**src/hw/rtl/ffa_pkg.sv**
```systemverilog
// ----------------------------------------------------------------------------
// ffa_pkg
// Shared constants and types of the first-fit block allocator.
// ----------------------------------------------------------------------------
package ffa_pkg;

  localparam int UNIT_COUNT = 128;
  localparam int UNIT_BYTES = 16;
  localparam int IDX_W      = $clog2(UNIT_COUNT);
  localparam int REQ_W      = 16;
  localparam int WANT_W     = REQ_W + 1 - $clog2(UNIT_BYTES);

  localparam logic [IDX_W-1:0] SIZE_INIT = IDX_W'(UNIT_COUNT - 1);
  localparam logic [IDX_W-1:0] IDX_LAST  = IDX_W'(UNIT_COUNT - 1);

  // write port of one store
  typedef struct packed {
    logic             we;
    logic [IDX_W-1:0] addr;
    logic [IDX_W-1:0] data;
  } wr_t;

endpackage

```
**src/hw/rtl/ffa_store.sv**
```systemverilog
// ----------------------------------------------------------------------------
// ffa_store
// Header store: one write and one registered read a cycle. Entries never
// written read as the reset value (entry 0 gives init0_i, others zero).
// ----------------------------------------------------------------------------
module ffa_store (
  input  logic                    clk_i,
  input  logic                    rst_ni,
  input  ffa_pkg::wr_t            wr_i,
  input  logic [ffa_pkg::IDX_W-1:0] raddr_i,
  input  logic [ffa_pkg::IDX_W-1:0] init0_i,
  output logic [ffa_pkg::IDX_W-1:0] rdata_o
);

  logic [ffa_pkg::IDX_W-1:0] mem [ffa_pkg::UNIT_COUNT];
  logic [ffa_pkg::UNIT_COUNT-1:0] valid_q;
  logic [ffa_pkg::IDX_W-1:0] rd_q;
  logic [ffa_pkg::IDX_W-1:0] raddr_q;
  logic                      rvalid_q;

  always_ff @(posedge clk_i) begin
    if (wr_i.we) begin
      mem[wr_i.addr] <= wr_i.data;
    end
    rd_q <= mem[raddr_i];
  end

  always_ff @(posedge clk_i or negedge rst_ni) begin
    if (!rst_ni) begin
      valid_q  <= '0;
      rvalid_q <= 1'b0;
      raddr_q  <= '0;
    end else begin
      if (wr_i.we) begin
        valid_q[wr_i.addr] <= 1'b1;
      end
      rvalid_q <= valid_q[raddr_i];
      raddr_q  <= raddr_i;
    end
  end

  assign rdata_o = rvalid_q ? rd_q : ((raddr_q == '0) ? init0_i : '0);

endmodule

```
**src/hw/rtl/ffa_alu.sv**
```systemverilog
// ----------------------------------------------------------------------------
// ffa_alu
// Shared header adder: a + 1 + b, saturated copy and compare against cmp.
// ----------------------------------------------------------------------------
module ffa_alu (
  input  logic [ffa_pkg::IDX_W-1:0] a_i,
  input  logic [ffa_pkg::IDX_W-1:0] b_i,
  input  logic [ffa_pkg::IDX_W-1:0] cmp_i,
  output logic [ffa_pkg::IDX_W:0]   sum_o,
  output logic [ffa_pkg::IDX_W-1:0] sat_o,
  output logic                      eq_o
);

  assign sum_o = {1'b0, a_i} + {1'b0, b_i} + (ffa_pkg::IDX_W+1)'(1);
  assign sat_o = (sum_o > {1'b0, ffa_pkg::IDX_LAST}) ? ffa_pkg::IDX_LAST
                                                     : sum_o[ffa_pkg::IDX_W-1:0];
  assign eq_o  = (sum_o == {1'b0, cmp_i});

endmodule

```
**src/hw/rtl/first_fit_block_allocator_top.sv**
```systemverilog
// ----------------------------------------------------------------------------
// first_fit_block_allocator_top
// Circular first-fit free-list allocator over a heap of 128 units.
// ----------------------------------------------------------------------------
// Input channel s_axis: tuser is the mode (0 allocate, 1 free); tdata holds
// request_bytes in [15:0] and release_index in [22:16]. Output channel
// m_axis: tdata[6:0] is granted_index, tuser is status (1 failed/ignored).
// Every item gives exactly one result item.
// One item is worked at a time; s_axis_tready is high only while the
// sequencer is idle. An allocate walks the free list, checking up to 128
// free blocks, and takes an extra step when a block is split. A free walks
// the list to find its place and then merges with each adjacent free
// neighbour. Items rejected at once go straight to the result. The walk
// through the link store does one registered read a node.
// The result sits in an output register, so the next item is taken while it
// waits; a stalled receiver holds the sequencer only when a second result
// is ready. After reset the heap is one free block of 127 units at header 0;
// the stores read their reset value through per-entry valid bits, so no
// clearing pass is needed.
// ----------------------------------------------------------------------------
module first_fit_block_allocator_top (
  input  logic        clk_i,
  input  logic        rst_ni,
  input  logic        s_axis_tvalid,
  output logic        s_axis_tready,
  input  logic [23:0] s_axis_tdata,   // request_bytes[15:0], release_index[22:16]
  input  logic        s_axis_tuser,   // mode
  output logic        m_axis_tvalid,
  input  logic        m_axis_tready,
  output logic [7:0]  m_axis_tdata,   // granted_index[6:0]
  output logic        m_axis_tuser    // status
);

  localparam int W = ffa_pkg::IDX_W;
  localparam int REQ_SUM_W = ffa_pkg::REQ_W + 1;

  typedef enum logic [14:0] {
    ST_IDLE   = 15'b000000000000001,
    ST_A_RL   = 15'b000000000000010,
    ST_A_RU   = 15'b000000000000100,
    ST_A_CHK  = 15'b000000000001000,
    ST_A_SPL  = 15'b000000000010000,
    ST_A_HEAD = 15'b000000000100000,
    ST_F_RL   = 15'b000000001000000,
    ST_F_CHK  = 15'b000000010000000,
    ST_F_W2   = 15'b000000100000000,
    ST_F_RF   = 15'b000001000000000,
    ST_F_MR   = 15'b000010000000000,
    ST_F_RH   = 15'b000100000000000,
    ST_F_LM   = 15'b001000000000000,
    ST_F_LW   = 15'b010000000000000,
    ST_DONE   = 15'b100000000000000
  } state_e;

  state_e state_q, state_d;

  logic [W-1:0] head_q, head_d;
  logic         empty_q, empty_d;
  logic [W-1:0] b_q, b_d, use_q, use_d, lu_q, lu_d, tail_q, tail_d;
  logic [W-1:0] f_q, f_d, nx_q, nx_d, sf_q, sf_d, lf_q, lf_d, sh_q, sh_d;
  logic         split_q, split_d;
  logic [W-1:0] cnt_q, cnt_d;
  logic [ffa_pkg::WANT_W-1:0] want_q, want_d;
  logic [W-1:0] res_idx_q, res_idx_d;
  logic         res_st_q, res_st_d;
  logic         m_valid_q;
  logic [W-1:0] m_idx_q;
  logic         m_st_q;

  ffa_pkg::wr_t lw, sw;
  logic [W-1:0] l_raddr, s_raddr, l_rd, s_rd;
  logic [W-1:0] alu_a, alu_b, alu_c, alu_sat, nlu;
  logic [W:0]   alu_sum;
  logic         alu_eq, accept, out_free, fcond;
  logic [REQ_SUM_W-1:0] req_sum;

  ffa_store u_link (
    .clk_i, .rst_ni, .wr_i(lw), .raddr_i(l_raddr), .init0_i('0), .rdata_o(l_rd)
  );
  ffa_store u_size (
    .clk_i, .rst_ni, .wr_i(sw), .raddr_i(s_raddr), .init0_i(ffa_pkg::SIZE_INIT),
    .rdata_o(s_rd)
  );
  ffa_alu u_alu (
    .a_i(alu_a), .b_i(alu_b), .cmp_i(alu_c), .sum_o(alu_sum), .sat_o(alu_sat),
    .eq_o(alu_eq)
  );

  assign s_axis_tready = (state_q == ST_IDLE);
  assign accept        = s_axis_tvalid && s_axis_tready;
  assign out_free      = !m_valid_q || m_axis_tready;
  assign req_sum       = REQ_SUM_W'(s_axis_tdata[15:0]) + REQ_SUM_W'(ffa_pkg::UNIT_BYTES - 1);
  assign fcond = ((l_rd > b_q) && (f_q > b_q) && (f_q < l_rd)) ||
                 ((l_rd <= b_q) && (f_q > b_q)) || ((l_rd <= b_q) && (f_q < l_rd));
  // link of the split-off tail header; the tail itself when a self-looped block is split
  assign nlu = (split_q && (use_q == b_q)) ? tail_q : lu_q;

  always_comb begin
    state_d = state_q;  head_d = head_q;  empty_d = empty_q;
    b_d = b_q;  use_d = use_q;  lu_d = lu_q;  tail_d = tail_q;
    f_d = f_q;  nx_d = nx_q;  sf_d = sf_q;  lf_d = lf_q;  sh_d = sh_q;
    split_d = split_q;  cnt_d = cnt_q;  want_d = want_q;
    res_idx_d = res_idx_q;  res_st_d = res_st_q;
    lw = '0;  sw = '0;
    l_raddr = b_q;  s_raddr = b_q;
    alu_a = use_q;  alu_b = want_q[W-1:0];  alu_c = nx_q;
    case (state_q)
      ST_IDLE: begin
        if (accept) begin
          res_idx_d = '0;
          res_st_d  = 1'b1;
          cnt_d     = '0;
          b_d       = head_q;
          want_d    = ffa_pkg::WANT_W'(req_sum / ffa_pkg::UNIT_BYTES);
          f_d       = s_axis_tdata[22:16] - W'(1);
          if (!s_axis_tuser) begin
            state_d = (s_axis_tdata[15:0] == '0 || empty_q) ? ST_DONE : ST_A_RL;
          end else if (s_axis_tdata[22:16] == '0) begin
            state_d = ST_DONE;
          end else if (empty_q) begin
            lw = '{we: 1'b1, addr: s_axis_tdata[22:16] - W'(1),
                   data: s_axis_tdata[22:16] - W'(1)};
            empty_d  = 1'b0;
            head_d   = s_axis_tdata[22:16] - W'(1);
            res_st_d = 1'b0;
            state_d  = ST_DONE;
          end else begin
            state_d = ST_F_RL;
          end
        end
      end
      ST_A_RL: state_d = ST_A_RU;
      ST_A_RU: begin
        use_d   = l_rd;
        l_raddr = l_rd;
        s_raddr = l_rd;
        state_d = ST_A_CHK;
      end
      ST_A_CHK: begin
        lu_d = l_rd;
        if ({{(ffa_pkg::WANT_W-W){1'b0}}, s_rd} >= want_q) begin
          if ({{(ffa_pkg::WANT_W-W){1'b0}}, s_rd} == want_q) begin
            lw      = '{we: 1'b1, addr: b_q, data: l_rd};
            split_d = 1'b0;
          end else begin
            lw      = '{we: 1'b1, addr: b_q, data: alu_sum[W-1:0]};
            sw      = '{we: 1'b1, addr: alu_sum[W-1:0],
                        data: s_rd - want_q[W-1:0] - W'(1)};
            tail_d  = alu_sum[W-1:0];
            split_d = 1'b1;
          end
          state_d = split_d ? ST_A_SPL : ST_A_HEAD;
        end else if (use_q == head_q || cnt_q == ffa_pkg::IDX_LAST) begin
          state_d = ST_DONE;
        end else begin
          // next node's link already read: check it straight away
          b_d     = use_q;
          use_d   = l_rd;
          l_raddr = l_rd;
          s_raddr = l_rd;
          cnt_d   = cnt_q + W'(1);
        end
      end
      ST_A_SPL: begin
        lw      = '{we: 1'b1, addr: tail_q, data: nlu};
        sw      = '{we: 1'b1, addr: use_q, data: want_q[W-1:0]};
        state_d = ST_A_HEAD;
      end
      ST_A_HEAD: begin
        if (use_q == head_q) begin
          if (nlu == use_q) begin
            empty_d = 1'b1;
            head_d  = '0;
          end else begin
            head_d = nlu;
          end
        end
        res_idx_d = use_q + W'(1);
        res_st_d  = 1'b0;
        state_d   = ST_DONE;
      end
      ST_F_RL: state_d = ST_F_CHK;
      ST_F_CHK: begin
        if (fcond) begin
          lw      = '{we: 1'b1, addr: f_q, data: l_rd};
          nx_d    = l_rd;
          state_d = ST_F_W2;
        end else if (cnt_q == ffa_pkg::IDX_LAST) begin
          state_d = ST_DONE;
        end else begin
          b_d     = l_rd;
          l_raddr = l_rd;
          cnt_d   = cnt_q + W'(1);
        end
      end
      ST_F_W2: begin
        lw      = '{we: 1'b1, addr: b_q, data: f_q};
        s_raddr = f_q;
        state_d = ST_F_RF;
      end
      ST_F_RF: begin
        alu_a = f_q;
        alu_b = s_rd;
        alu_c = nx_q;
        sf_d  = s_rd;
        lf_d  = nx_q;
        if (alu_eq) begin
          l_raddr = nx_q;
          s_raddr = nx_q;
          state_d = ST_F_MR;
        end else begin
          state_d = ST_F_RH;
        end
      end
      ST_F_MR: begin
        alu_a   = sf_q;
        alu_b   = s_rd;
        sw      = '{we: 1'b1, addr: f_q, data: alu_sat};
        lw      = '{we: 1'b1, addr: f_q, data: l_rd};
        sf_d    = alu_sat;
        lf_d    = l_rd;
        head_d  = f_q;
        state_d = ST_F_RH;
      end
      ST_F_RH: state_d = ST_F_LM;
      ST_F_LM: begin
        alu_a    = b_q;
        alu_b    = s_rd;
        alu_c    = f_q;
        sh_d     = s_rd;
        res_st_d = 1'b0;
        state_d  = alu_eq ? ST_F_LW : ST_DONE;
      end
      ST_F_LW: begin
        alu_a   = sh_q;
        alu_b   = sf_q;
        sw      = '{we: 1'b1, addr: b_q, data: alu_sat};
        lw      = '{we: 1'b1, addr: b_q, data: lf_q};
        head_d  = b_q;
        state_d = ST_DONE;
      end
      ST_DONE: begin
        if (out_free) begin
          state_d = ST_IDLE;
        end
      end
      default: state_d = ST_IDLE;
    endcase
  end

  always_ff @(posedge clk_i or negedge rst_ni) begin
    if (!rst_ni) begin
      state_q   <= ST_IDLE;
      head_q    <= '0;
      empty_q   <= 1'b0;
      m_valid_q <= 1'b0;
    end else begin
      state_q <= state_d;
      head_q  <= head_d;
      empty_q <= empty_d;
      if (state_q == ST_DONE && out_free) begin
        m_valid_q <= 1'b1;
      end else if (m_axis_tready) begin
        m_valid_q <= 1'b0;
      end
    end
  end

  always_ff @(posedge clk_i) begin
    b_q <= b_d;  use_q <= use_d;  lu_q <= lu_d;  tail_q <= tail_d;
    f_q <= f_d;  nx_q <= nx_d;  sf_q <= sf_d;  lf_q <= lf_d;  sh_q <= sh_d;
    split_q <= split_d;  cnt_q <= cnt_d;  want_q <= want_d;
    res_idx_q <= res_idx_d;  res_st_q <= res_st_d;
    if (state_q == ST_DONE && out_free) begin
      m_idx_q <= res_idx_q;
      m_st_q  <= res_st_q;
    end
  end

  assign m_axis_tvalid = m_valid_q;
  assign m_axis_tdata  = {1'b0, m_idx_q};
  assign m_axis_tuser  = m_st_q;

  a_empty_head: assert property (@(posedge clk_i) disable iff (!rst_ni)
    empty_q |-> (head_q == '0)) else $error("empty list with non-null head");
  a_busy_after_accept: assert property (@(posedge clk_i) disable iff (!rst_ni)
    accept |=> (state_q != ST_IDLE)) else $error("item accepted without work");
  a_no_idle_write: assert property (@(posedge clk_i) disable iff (!rst_ni)
    (state_q == ST_IDLE && !accept) |-> (!lw.we && !sw.we))
    else $error("store written while idle");
  a_result_once: assert property (@(posedge clk_i) disable iff (!rst_ni)
    (state_q == ST_DONE && out_free) |=> (m_axis_tvalid && state_q == ST_IDLE))
    else $error("result not loaded");

endmodule
```
**config.mk**
```make
export PLATFORM = sky130hd
export DESIGN_NAME = first_fit_block_allocator_top
export DESIGN_NICKNAME = d
export VERILOG_FILES = /design/src/hw/rtl/ffa_pkg.sv /design/src/hw/rtl/ffa_store.sv /design/src/hw/rtl/ffa_alu.sv /design/src/hw/rtl/first_fit_block_allocator_top.sv
export SDC_FILE = /design/constraint.sdc
export NUM_CORES = 2
export LEC_CHECK = 0
export ABC_AREA = 1
export ABC_CLOCK_PERIOD_IN_PS = 13650
export BUFFER_PORTS_ARGS = -buffer_cell sky130_fd_sc_hd__buf_2
export CORE_ASPECT_RATIO = 1.1
export CORE_MARGIN = 10
export CORE_UTILIZATION = 58
export CTS_BUF_LIST = sky130_fd_sc_hd__clkbuf_16
export DETAILED_ROUTE_END_ITERATION = 7
export HOLD_SLACK_MARGIN = 0.03
export PLACE_DENSITY = 0.7
export REMOVE_ABC_BUFFERS = 1
export SYNTH_ARGS = -nofsm -noshare
export SYNTH_HDL_FRONTEND = slang
export SYNTH_SLANG_ARGS = --single-unit
```
**constraint.sdc**
```tcl
create_clock -name clk_i -period 13.65 [get_ports clk_i]
set_clock_uncertainty 0.2 [all_clocks]
set_input_delay 2.73 -clock clk_i [delete_from_list [all_inputs] [get_ports clk_i]]
set_output_delay 2.73 -clock clk_i [all_outputs]
set_load 0.03 [all_outputs]
```
==> summary.txt <==
Detailed routing
  • Residual DRC: 0
  • Final wirelength: between 200000 and 300000 um
  • Post-route ant nets: 0
  • Drt pass-1 iters: 8
  • Vias per cell: 5.912
  • Iter 0 DRT Violations: slightly below 9000
  • DR WL/cell: ~22 um
  • DR vias: roughly 71000

Power
  • Sw Pwr: a little under 9 mW
  • PD cells: 200.6 nW/um^2
  • Leakage Power: approximately 44 nW
  • P_int: 12.95 mW
  • Logic pwr share: between 30% and 40%
  • Maximum vdd drop: roughly 0.00027 V
  • Flop pwr share: 34.3%
  • Total power: roughly 22 mW
  • Clock group share of total power: 26.9%
  • Switching share of power: between 40% and 50%

Critical path
  • Family with the most delay on the worst path: simple AND/OR/NAND/NOR gates
  • Worst Setup End Kind: register
  • Worst R2R Path Depth: 37
  • Worst setup path start: state_q[0]
  • RR Endpoint: u_link.rd_q[1]
  • Critical path fanouts, max: 130
  • Critical Path Start Type: register
  • Slowest-stage cell, CP: inv_2
  • Critical path arrival: 10.56 ns
  • Critical path type: reg2reg
  • Buffers plus inverters on the worst setup path: 7
  • Worst R2R Setup Slack: about 3.7 ns
  • RR Startpoint: state_q[0]
  • Top cell by count, worst path: nand2_1
  • Req. time, crit path: between 10 and 15 ns
  • Max incr delay on CP: ~1.1 ns

STA
  • Final setup fails: 0
  • Setup ws final: between 3 and 4 ns
  • RSZ-0062 raised after global routing: false
  • Final Max Tran Viols: 0
  • Maximum clock rate: around 0.10 GHz
  • Fin crit period: approximately 10 ns
  • Slew @ Worst Pin: around 1.1 ns
  • Max transition margin: ~25%
  • Final Hold Viols: 0
  • Period utilisation layout: 73.14%

Min path
  • Worst Min Path Start: res_st_q
  • Hold path depth: 0
  • Worst Hold Class: reg2reg
  • Hold EP: m_axis_tuser

Synth
  • Seq/Total Area, Yosys: a little under two thirds
  • Yosys reg bits: 2195
  • Most frequent cells after synthesis: 2166 x nand3_1, 1892 x edfxtp_1, 1770 x nand2_1
  • Mapped Cells: 9902
  • Synth Flop Type: edfxtp_1
  • Post-synthesis async set-or-reset flop share: a little over an eighth
  • Post-synth EDFFs: 1892
  • Most frequent cell after synthesis: nand3_1
  • Top-area cell type share of the netlist area: roughly 57%
  • Mapped Avg Cell Area: 10.16 um^2
  • Top post-synthesis cells by area: edfxtp_1 57%, nand3_1 11%, dfrtp_1 7.2%, nand2_1 6.6%, inv_1 5.4%
  • Area leader, netlist: edfxtp_1
  • Post-synthesis cell type count: ~60
  • Synthesized area: roughly 100000 um^2
  • YS warnings: 0

Layout
  • # fillers: between 10000 and 15000
  • Sequential cell area: between 60000 and 70000 um^2
  • Final Non-Filler Cells: approximately 12000
  • Multi-input gate area: between 20000 and 30000 um^2
  • Fin nets: 9698
  • P&R area growth vs syn: 8.473%
  • Share of cells above drive strength 1: under 10%
  • ANT cells: 0

Floorplanning
  • Starting Density: just under 60%
  • Full die area: 190400 um^2
  • DIE WIDTH: ~420 um
  • Floorplan Core Area: ~170000 um^2
  • # IOs: 40
  • Die height: roughly 460 um
  • FP Rows: 160

Global routing
  • First-pass GRT wire length: around 410000 um
  • Largest net degree at the start of global routing: between 200 and 250
  • Total GRT Usage: between 20% and 30%
  • Antenna violations before repair: 1
  • Vias in the first global route: roughly 69000
  • Remaining global-route overflow: 0

Clock network
  • CTS tree: built
  • CTS sink count: ~2200
  • Cts bufs inserted: around 210
  • Clock Root Buffer: clkbuf_16
  • Post-cts repair resize count: 0
  • Hold-fix buffers, CTS: 0
  • Setup Buffers After CTS: 0
  • Clk Latency, worst-skew pair: approximately 0.86 ns
  • Clock transition at path regs: around 0.06 ns
  • Clock Path Buffers: 3
  • H-tree levels: 4

Place
  • Post-DP HPWL: roughly 150000 um
  • IO Port Bufs: 37
  • Placed cells: 11681
  • DP Worst Slack: ~4 ns
  • Gp weighted congestion: roughly 0.96

Run
  • Max-Cap Viols: 0

Outcome
  • Outcome: finished, final reports clean
## power by group through the flow
| stage | registers (mW) | logic [mW] | clock network [mW] |
|---|---|---|---|
| 6_report | 7.50 | 8.49 | 5.90 |
| 2_1_floorplan | 7.60 | 5.78 | 0 |
| 4_1_cts | 7.50 | 8.36 | 5.94 |
| 5_1_grt | 7.51 | 9.17 | 6.24 |
| 3_3_place_gp | 7.63 | 8.21 | 0 |
| 3_5_place_dp | 7.63 | 8.32 | 0 |
## how the worst max path moves through the flow
stage | cells after the start | slack, ns | endpoint
after floorplan | 19 | -5.98 | u_link.rd_q[0]
after global placement | 36 | 4.24 | u_link.rd_q[1]
after detailed placement | 36 | 4.01 | u_link.rd_q[1]
after CTS | 36 | 3.99 | u_link.rd_q[1]
after global routing | 37 | 3.24 | u_link.rd_q[0]
final | 37 | 3.67 | u_link.rd_q[1]
## cell usage in the layout (no fill, tap or decap), types with 11 or more instances in the layout
master / n
o221ai_1: 14
clkinv_1: 58
xor2_1: 25
o21ai_0: 321
edfxtp_1: 1892
ha_1: 38
a21oi_1: 45
buf_4: 102
a221oi_1: 11
inv_1: 1486
nor2_1: 389
inv_2: 17
o22ai_1: 28
dfxtp_1: 14
o211ai_1: 31
bufinv_16: 24
nand3_1: 2166
nand2_2: 21
clkinv_2: 36
nor3_1: 25
clkbuf_16: 219
buf_2: 36
nand3b_1: 619
nand4_1: 20
dfrtp_1: 288
nand2_1: 1751
## cells by family after synthesis
kind of cell             Yosys count  share of synthesized area, %
AO/OA/AOI/OAI                    499                         2.851
other                              1                      0.003729
flip-flops                      2195                         63.97
XOR/XNOR                          32                        0.2787
adder cells (fa/ha/maj)           40                        0.5127
AND/OR/NAND/NOR                 5040                         24.06
buffers and inverters           2095                         8.319
## sequential cells by signal, summed over array words and instances (netlist names), 13 cells and up
signal          cells
u_link.valid_q    128
state_q            15
u_size.mem        896
u_link.mem        896
want_q             13
u_size.valid_q    128
## final cells by class
class / instances / share of cell area, %
clock inverters: 183 / 1.416
inverters: 1458 / 5.028
flip-flops and latches: 2195 / 58.98
multi-input cells: 5612 / 25.91
repair buffers: 148 / 1.046
well taps: 2268 / 2.602
clock buffers: 219 / 5.024
## per-layer routing
layer / track usage [%] / wire length [um] / up-vias
li1: - / - / 32897
met2: 45.28 / 128700 / 3386
met1: 35.48 / 103800 / 34440
met5: 0 / 8 / -
met4: 12.62 / 12970 / 2
met3: 4.208 / 21810 / 705
## worst reg2reg max path: cells and delay by family, from the launching register on
kind            cells  cell delay, ns
compound gates      1            0.29
fa+ha+maj           1            0.36
buf+inv             7            2.99
flops               1            0.55
simple gates       28            5.55
## metrics by stage
stage / TNS [ns] / hold WS [ns] / cell area [um^2] / utilization (%)
floorplan: -83.81 / 0.2003 / 97660 / -
global placement: 0 / 0.2032 / 102100 / 59.14
detailed placement: 0 / 0.2054 / 102100 / 59.14
CTS: 0 / 0.2206 / 109100 / 63.21
global route: 0 / 0.2259 / 109100 / 63.21
finish: 0 / 0.2200 / 109100 / 63.21
Power figures use the tool's default switching activity.
